## config.mk

```make
export PLATFORM = sky130hd
export DESIGN_NAME = stbs_seq
export DESIGN_NICKNAME = d
export VERILOG_FILES = /design/src/stbs_pkg.sv /design/src/stbs_seq.sv
export SDC_FILE = /design/constraint.sdc
export NUM_CORES = 1
export LEC_CHECK = 0
export ABC_AREA = 1
export BUFFER_PORTS_ARGS = -buffer_cell sky130_fd_sc_hd__buf_4
export CAP_MARGIN = 10
export CORE_MARGIN = 3
export CORE_UTILIZATION = 50
export DETAILED_ROUTE_END_ITERATION = 12
export PLACE_DENSITY = 0.74
export SKIP_LAST_GASP = 1
export SYNTH_ARGS = -nofsm -noshare
export SYNTH_HDL_FRONTEND = slang
export SYNTH_SLANG_ARGS = --single-unit
```

## constraint.sdc

```tcl
create_clock -name clk -period 3.1 [get_ports clk]
set_input_delay 0.31 -clock clk [delete_from_list [all_inputs] [get_ports clk]]
set_output_delay 0.31 -clock clk [all_outputs]
set_load 0.005 [all_outputs]
```

## src/stbs_pkg.sv

```systemverilog
// Shared constants and types for the sorted-table binary search unit.
// Depends on nothing; imported by the top level and stbs_seq, not by stbs_ram.
`default_nettype none

package stbs_pkg;

    // Default geometry of the table
    localparam int DEF_TABLE_DEPTH = 256;
    localparam int DEF_ENTRY_WIDTH = 32;

    // Fixed port widths
    localparam int INDEX_W = 8;
    localparam int VALUE_W = 32;
    localparam int COUNT_W = 9;
    localparam int POS_W   = 8;

    // Item opcodes carried on the mode field
    localparam logic MODE_WRITE  = 1'b0;
    localparam logic MODE_SEARCH = 1'b1;

    // Sequencer status toward the top level
    typedef struct packed {
        logic             idle;
        logic             done;
        logic             found;
        logic [POS_W-1:0] position;
    } stbs_stat_t;

endpackage

`default_nettype wire

```

## src/stbs_seq.sv

```systemverilog
// Probe sequencer: walks the halving range over the table RAM, a read state then a compare state per probe.
// Depends on stbs_pkg; drives the read port of stbs_ram.
`default_nettype none

module stbs_seq
    import stbs_pkg::*;
#(
    parameter int TABLE_DEPTH = DEF_TABLE_DEPTH,
    parameter int ENTRY_WIDTH = DEF_ENTRY_WIDTH,
    localparam int AW = $clog2(TABLE_DEPTH),
    localparam int CW = $clog2(TABLE_DEPTH + 1)
) (
    input  wire logic                   clk,
    input  wire logic                   rst_n,
    input  wire logic                   start,
    input  wire logic [ENTRY_WIDTH-1:0] key,
    input  wire logic [CW-1:0]          limit,
    input  wire logic                   take,
    output logic                        rd_en,
    output logic      [AW-1:0]          rd_addr,
    input  wire logic [ENTRY_WIDTH-1:0] rd_data,
    output stbs_stat_t                  stat
);

    typedef enum logic [1:0] {
        S_IDLE,
        S_PROBE,
        S_CMP,
        S_DONE
    } state_t;

    state_t                 state_reg;
    logic [CW-1:0]          lo_reg;
    logic [CW-1:0]          hix_reg;     // one past the upper bound
    logic [AW-1:0]          mid_reg;
    logic [ENTRY_WIDTH-1:0] key_reg;
    logic                   found_reg;
    logic [POS_W-1:0]       pos_reg;

    logic [CW-1:0]          span;
    logic [CW-1:0]          probe_mid;
    logic                   range_empty;
    logic [31:0]            mid_ext;

    // Midpoint of the live range lo..hix-1
    always_comb
    begin
        span        = hix_reg - lo_reg - CW'(1);
        probe_mid   = lo_reg + (span >> 1);
        range_empty = (lo_reg >= hix_reg);
        mid_ext     = 32'(mid_reg);
    end

    // Issue a table read for each probe
    assign rd_en   = (state_reg == S_PROBE) && !range_empty;
    assign rd_addr = probe_mid[AW-1:0];

    // Sequence the search: probe, compare, narrow, report
    always_ff @(posedge clk or negedge rst_n)
    begin
        if (!rst_n)
        begin
            state_reg <= S_IDLE;
            lo_reg    <= '0;
            hix_reg   <= '0;
            mid_reg   <= '0;
            key_reg   <= '0;
            found_reg <= 1'b0;
            pos_reg   <= '0;
        end
        else
        begin
            case (state_reg)
                S_IDLE:
                begin
                    if (start)
                    begin
                        lo_reg    <= '0;
                        hix_reg   <= limit;
                        key_reg   <= key;
                        state_reg <= S_PROBE;
                    end
                end
                S_PROBE:
                begin
                    if (range_empty)
                    begin
                        found_reg <= 1'b0;
                        pos_reg   <= '0;
                        state_reg <= S_DONE;
                    end
                    else
                    begin
                        mid_reg   <= probe_mid[AW-1:0];
                        state_reg <= S_CMP;
                    end
                end
                S_CMP:
                begin
                    if (rd_data == key_reg)
                    begin
                        found_reg <= 1'b1;
                        pos_reg   <= mid_ext[POS_W-1:0];
                        state_reg <= S_DONE;
                    end
                    else if (rd_data < key_reg)
                    begin
                        lo_reg    <= CW'(mid_reg) + CW'(1);
                        state_reg <= S_PROBE;
                    end
                    else
                    begin
                        hix_reg   <= CW'(mid_reg);
                        state_reg <= S_PROBE;
                    end
                end
                S_DONE:
                begin
                    if (take)
                    begin
                        state_reg <= S_IDLE;
                    end
                end
                default:
                begin
                    state_reg <= S_IDLE;
                end
            endcase
        end
    end

    // Report status
    always_comb
    begin
        stat.idle     = (state_reg == S_IDLE);
        stat.done     = (state_reg == S_DONE);
        stat.found    = found_reg;
        stat.position = pos_reg;
    end

    // A compare always follows the probe that read the table
    a_cmp_after_probe: assert property (@(posedge clk) disable iff (!rst_n)
        state_reg == S_CMP |-> $past(state_reg) == S_PROBE)
        else $error("compare without a preceding probe");

    // The probed index lies inside the live range
    a_mid_in_range: assert property (@(posedge clk) disable iff (!rst_n)
        state_reg == S_CMP |-> (CW'(mid_reg) >= lo_reg && CW'(mid_reg) < hix_reg))
        else $error("probe index outside search range");

    // The range never inverts while probing
    a_range_order: assert property (@(posedge clk) disable iff (!rst_n)
        state_reg == S_PROBE |-> lo_reg <= hix_reg)
        else $error("search range inverted");

    // A search starts only on an idle sequencer
    a_start_idle: assert property (@(posedge clk) disable iff (!rst_n)
        start |-> state_reg == S_IDLE)
        else $error("search started while busy");

endmodule

`default_nettype wire

```

==> results of run 1 <==
==> worst max-delay path: stages, from the launching register on <==
cell and delay [ns]:
dfrtp_1 0.40, inv_2 0.10, ha_4 0.21, nand2_1 0.11, o21ai_2 0.08, buf_4 0.15, a211oi_2 0.23, xor2_1 0.18
ha_1 0.31, a21oi_2 0.18, o21ai_2 0.08, a21oi_2 0.16, nand3b_1 0.14, and2_1 0.12, buf_4 0.10
==> worst max-delay path by stage <==
stage               start    endpoint  slack [ns]  cells past startpoint
4_1_cts        hix_reg[0]  rd_addr[7]       -0.05                     13
6_report        lo_reg[1]  rd_addr[7]       -0.10                     14
3_5_place_dp    lo_reg[2]  rd_addr[7]       -0.02                     15
2_1_floorplan   lo_reg[1]  rd_addr[7]        0.20                     14
3_3_place_gp    lo_reg[2]  rd_addr[7]        0.13                     15
5_1_grt         lo_reg[1]  rd_addr[7]       -0.29                     14
==> kinds of logic after synthesis <==
family	count (synthesis)
AO/OA/AOI/OAI	94
flip-flops	69
multiplexers	2
adder cells (fa/ha/maj)	58
buffers and inverters	92
AND/OR/NAND/NOR	254
XOR/XNOR	13
==> cells in the final DEF (no fill, tap or decap), types with 2 or more instances in the layout <==
master,netlist,final
a21oi_1,69,62
a21oi_2,2,8
and2_1,2,2
buf_4,1,115
clkbuf_8,0,12
dfrtp_1,69,68
fa_2,0,2
ha_1,56,49
ha_2,0,2
ha_4,0,5
inv_1,77,74
inv_2,2,5
mux2_2,2,2
nand2_1,135,130
nand2_2,4,8
nand2_4,2,3
nand3_1,35,32
nand3_2,1,4
nand3b_1,2,2
nand4_2,2,2
nor2_1,62,61
nor2_2,1,2
nor3_1,2,2
nor3_2,2,2
o21a_1,2,2
o21ai_0,14,10
o21ai_1,0,2
o21ai_2,0,2
o21bai_1,2,2
xnor2_1,3,3
xor2_1,10,9
==> per-layer routing <==
| layer | GRT usage | wire length, µm | vias up |
|---|---|---|---|
| li1 | - | - | 2096 |
| met1 | 0.298 | 4990 | 1948 |
| met2 | 0.371 | 5490 | 118 |
| met3 | 0.0455 | 692 | 21 |
| met4 | 0.0746 | 225 | 0 |
| met5 | 0 | 0 | - |
==> cells in the mapped netlist <==
master and n:
inv_2 2, nor3_2 2, nor2_4 1, and2_1 2
buf_6 2, a21o_1 1, o21bai_1 2, or2_2 1
a31o_2 1, nand4_4 1, a211oi_1 1, o21ai_0 14
nand3_2 1, buf_1 1, buf_2 3, nand2_4 2
buf_4 1, nand2_2 4, nand2_1 135, nand3_1 35
nor2_2 1, nor2_1 62, clkbuf_1 6, nand3b_1 2
a31oi_1 1, nor3_1 2, dfrtp_1 69, nand4_1 1
ha_1 56, a21oi_1 69, xor2_1 10, xnor2_1 3
o21a_1 2, inv_1 77, fa_1 2, a32oi_1 1
mux2_2 2, a21oi_2 2, nand4_2 2
==> where the power goes <==
group	switching, mW	internal (mW)	leakage (nW)
clock	0.328	0.437	0.106
combinational	2.96	2.39	2.30
sequential	0.254	1.33	0.806
==> per-stage QoR <==
step | setup slack [ns] | TNS, ns | instance area (µm²) | instances | util
final | -0.105 | -0.158 | 5890 | 808 | 0.669
after global routing | -0.287 | -0.715 | 5890 | 808 | 0.669
after CTS | -0.0457 | -0.0457 | 5750 | 804 | 0.653
after detailed placement | -0.0179 | -0.0179 | 5400 | 778 | 0.614
after global placement | 0.135 | 0 | 5400 | 778 | 0.614
after floorplan | 0.197 | 0 | 4580 | 582 | -
==> layout make-up <==
cell class,count,area (µm²),share of cell area
Clock inverter,3,42.5,0.00723
Inverter,79,297,0.0504
Clock buffer,13,169,0.0287
Sequential cell,69,1730,0.294
Tap cell,108,135,0.0230
Multi-Input combinational cell,421,2650,0.451
Timing Repair Buffer,115,863,0.147
==> what timing repair did <==
item | 4_1_cts | 5_1_grt
setup buffers | 10 | 4
resized for setup | 14 | 26
pin swaps | 10 | 13
setup endpoints to repair | 5 | 4
==> metrics.md, run 1 <==
| Metric | Value |
|---|---|
| Mapped Nets | approximately 700 |
| Register area share after synthesis | 0.377 |
| Vias | 4183 |
| Num CTS Buffers | 9 |
| Via/cell ratio | slightly above 5 |
| First-pass GRT wire length | 18.5 mm |
| Post-DP HPWL | roughly 8.4 mm |
| Status | finished, violations left |
| Crit Path Category | register to primary output |
| Hold Fails Final Rpt | 0 |
| Total grt overflow | 0 |
| Chip height | 102 µm |
| Largest net degree at the start of global routing | 70 |
| Clock Tree Buf Depth | 2 |
| Fill cells | between 700 and 800 |
| Core Area | roughly 9000 µm² |
| Port Buffer Count | 96 |
| Max reg flops | 32 |
| Initial antenna violation count | 0 |
| Unrepaired setup endpoints after global routing | yes |
| H-tree depth | 3 |
| Hold Crit Class | input port to async pin |
| TritonRoute pass-1 iters | 5 |
| Largest family of logic cells by synthesized area | simple AND/OR/NAND/NOR gates |
| Distinct cells, synth | 39 |
| Wire per inst | between 10 and 15 µm |
| XOR/XNOR Fraction of Synth Area | 0.0249 |
| Clock Skew | between 0.009 and 0.01 ns |
| Tcrit/Tclk final | 1.03 |
| Area leader, netlist | dfrtp_1 |
| Worst-path fanout max | 3 |
| Power, Total | around 7.7 mW |
| Clk slew on worst S/H paths | 0.07 ns |
| Tightest Pin Transition | slightly below 0.9 ns |
| Post-route DRC violation count | 0 |
| PwrDens | around 1300 nW/µm² |
| Worst r2r src | hix_reg[2] |
| Max Freq | about 0.31 GHz |
| Violated checks | negative setup slack |
| Max Cap Viol | 0 |
| Starting DRT DRC Count | 148 |
| R2R depth | 15 |
| Vias in the first global route | 4125 |
| Die W | 102 µm |
| CP arrival | about 2.9 ns |
| Share of the synthesized area in the top cell type | 0.377 |
| Worst r2r dst | mid_reg[5] |
| Synthesis Warnings | 0 |
| Worst skew pair latency | between 0.3 and 0.4 ns |
| Setup-failing EPs final | 3 |
| Routability cong. | 0.933 |
| R2r setup slk | between 0.4 and 0.5 ns |
| Clk sinks | 69 |
| Post-synthesis compound-gate area fraction | 0.110 |
| Slew headroom | 0.418 |
| Synthesis-to-layout area growth | 28.6% |
| Post-synthesis mux area share | 0.00492 |
| CTS tree | yes |
| Synthesized cell area | around 4600 µm² |
| Data required, critical path | ~2.8 ns |
| Cells after Synth | ~580 |
| Yosys reg bits | 69 |
| Simple logic cell fraction of the synthesized area | 0.242 |
| Final Max Slew Viols | 0 |
| Hold-fix buffers at CTS | 0 |
| Post-Synth Adder-Cell Area | 0.162 |
| Worst Slack Setup Final | -0.105 ns |
| Share of cells above drive strength 1 | 0.266 |
| I/O pin cnt | 97 |
| Worst Hold Slack | between 0.08 and 0.09 ns |
| Setup crit end kind | primary output |
| Die Area | roughly 10000 µm² |
| Worst IR drop on VDD | 0.771 mV |
| Fin nets | 830 |
| P_leak | ~3.2 nW |
| Area contributors post-synth | dfrtp_1 38%, ha_1 15%, nand2_1 11%, a21oi_1 7.5%, inv_1 6.3% |
| Starting Density | 0.520 |
| Row count | 34 |
| Antenna viol nets, final | 0 |
| Wirelength, routed | roughly 11 mm |
| Critical Path Source Type | register |
| GRT Total Usage | 0.226 |
| Minimum clock period | approximately 3.2 ns |
| Clock Tree Root | clkbuf_8 |
| Antenna Cells | 0 |
| Synthesized area per cell | around 7.9 µm² |
No activity file was read; power rests on OpenSTA's default activity.
==> run 2: changes to the inputs <==
BUFFER_PORTS_ARGS = not set   (was -buffer_cell sky130_fd_sc_hd__buf_4)
DONT_BUFFER_PORTS = 1   (was not set)
PLACE_DENSITY = not set   (was 0.74)
clock period = 4.1 ns   (was 3.1 ns; I/O delays follow)
==> metrics.md, run 2 (synthesis results as in run 1) <==
| Metric | Value |
|---|---|
| Worst r2r src | lo_reg[2] |
| Setup-failing EPs final | 0 (-3) |
| Starting DRT DRC Count | 142 (-4.1%) |
| Antenna Cells | 0 (unchanged) |
| HP Start | key[31] |
| Minimum clock period | 3.66 ns |
| Core Area | 8810 µm² (unchanged) |
| Post-DP HPWL | 7.98 mm (-5.2%) |
| Starting Density | 0.520 (unchanged) |
| Via/cell ratio | 5.19 (+0.24%) |
| Hold Crit Class | input port to register |
| Origin of the worst setup path | lo_reg[2] |
| Vias | 3617 (-14%) |
| Clock Tree Buf Depth | 2 (unchanged) |
| Row count | 34 (unchanged) |
| Pre-CTS setup slack | 0.840 ns (+0.858 ns) |
| Final Max Slew Viols | 0 (unchanged) |
| P_leak | 2.67 nW (-17%) |
| Wirelength, routed | 10.2 mm (-10%) |
| Most frequent cells in the layout | 134 x nand2_1, 77 x inv_1, 69 x a21oi_1, 69 x dfrtp_1, 62 x nor2_1 |
| Worst Hold Slack | 0.220 ns (+0.139 ns) |
| GRT Total Usage | 0.205 (-0.0207) |
| Fin nets | 719 (-13%) |
| Power, Total | 4.64 mW (-40%) |
| Tcrit/Tclk final | 0.894 |
| Clk slew on worst S/H paths | 0.08 ns (about the same) |
| Largest net degree at the start of global routing | 70 (unchanged) |
| Clock Skew | 0.0137 ns (+0.00414 ns) |
| Max Freq | between 0.2 and 0.3 GHz |
| Wire per inst | 14.6 µm (+3.8%) |
| Die W | 102 µm (unchanged) |
| First-pass GRT wire length | 16.5 mm (-11%) |
| H-tree depth | 3 (unchanged) |
| Status | finished clean |
| Unrepaired setup endpoints after global routing | no |
| PwrDens | 946 nW/µm² (-28%) |
| Fill cells | 861 (+21%) |
| Crit Path Category | register to primary output |
| Routability cong. | 0.902 (-3.4%) |
| Chip height | 102 µm (unchanged) |
| Worst IR drop on VDD | 0.485 mV (-37%) |
| Data required, critical path | 3.69 ns (+0.90 ns) |
| Total grt overflow | 0 (unchanged) |
| Design area | 4910 µm² (-17%) |
| Die Area | 10300 µm² (unchanged) |
| Max Cap Viol | 0 (unchanged) |
| Num CTS Buffers | 9 (unchanged) |
| Non-Filler Instances | 697 (-14%) |
| Initial antenna violation count | 0 (unchanged) |
| Hold Fails Final Rpt | 0 (unchanged) |
| Worst-path fanout max | 6 (+3) |
| Worst skew pair latency | 0.34 ns (about the same) |
| Clock Tree Root | clkbuf_8 |
| CTS tree | yes |
| Worst Slack Setup Final | 0.436 ns (+0.540 ns) |
| Vias in the first global route | 3479 (-16%) |
| Setup bufs post-CTS | 0 (-10) |
| Setup crit end kind | primary output |
| Clk sinks | 69 (unchanged) |
| Post-route DRC violation count | 0 (unchanged) |
| Critical Path Source Type | register |
| I/O pin cnt | 97 (unchanged) |
| Port Buffer Count | 0 (-100%) |
| Antenna viol nets, final | 0 (unchanged) |
| Synthesis-to-layout area growth | 7.19% |
| Tightest Pin Transition | 0.607 ns (-0.266 ns) |
| Share of cells above drive strength 1 | 0.0713 (-0.194) |
| Placed cell area | 4660 µm² (-14%) |
| Max reg flops | 32 (unchanged) |
| TritonRoute pass-1 iters | 4 (-1) |
| Final Core Density | 0.557 (-0.111) |
| Most common cell after layout, fill and taps aside | nand2_1 |
| Post-route setup TNS | 0 ns (+0.158 ns) |
| Placed Cells | 679 (-13%) |
| Slew headroom | 0.595 (+0.177) |
| CP arrival | 3.25 ns (+0.36 ns) |
run 2: cell count changes in the layout (fill, tap and decap cells not counted), sizes merged:
cell,delta
dlygate4sd3,+1
clkbuf,-2
buf,-112
clkinvlp,+1
clkinv,+1
run 2: path summary, 6_finish.rpt:
path / endpoint / slack (ns) / cells past startpoint
setup / recovery: rd_addr[6] / 0.44 / 13
hold / removal: key_reg[31] / 0.22 / 2
setup reg to reg: mid_reg[5] / 1.03 / 14
hold reg to reg: hix_reg[8] / 0.48 / 2
max in group asynchronous: found_reg / 3.19 / 2
min in group asynchronous: key_reg[21] / 0.61 / 2
run 2: repair_timing:
action                                  CTS  global route
resized for setup                         0             0
endpoints found under the setup margin    0             0
hold endpoints to repair                 69             0
hold buffers                              2             0
run 2: cell type report:
cell class	instances	area (µm²)	area share
Multi-Input combinational cell	421	2490	0.507
Sequential cell	69	1730	0.352
Inverter	79	297	0.0604
Clock buffer	11	151	0.0308
Tap cell	108	135	0.0275
Clock inverter	5	58.8	0.0120
Timing Repair Buffer	4	52.6	0.0107
run 2: power by group:
part	total [mW]	internal (mW)	switching [mW]
sequential	1.22	1.01	0.212
combinational	2.85	0.997	1.85
clock	0.578	0.314	0.264
total	4.64	2.32	2.33
run 2: metal layers:
layer | global-route usage | vias to the layer above | part of all wire | wire length [µm]
met5 | 0 | - | 0 | 0
met4 | 0.0603 | 0 | 0.012 | 119
met3 | 0.0544 | 11 | 0.065 | 658
met2 | 0.304 | 89 | 0.43 | 4420
met1 | 0.294 | 1649 | 0.49 | 5000
li1 | - | 1868 | - | -
run 2: worst max-delay path, cell delays in order, from the launching register on:
cell	delay, ns
dfrtp_1	0.41
inv_1	0.06
ha_1	0.39
nand2_1	0.09
o21ai_0	0.34
a21oi_1	0.12
o21ai_0	0.20
xor2_1	0.16
inv_1	0.05
ha_1	0.36
a21oi_1	0.09
o21bai_1	0.16
xor2_1	0.38
inv_1	0.11
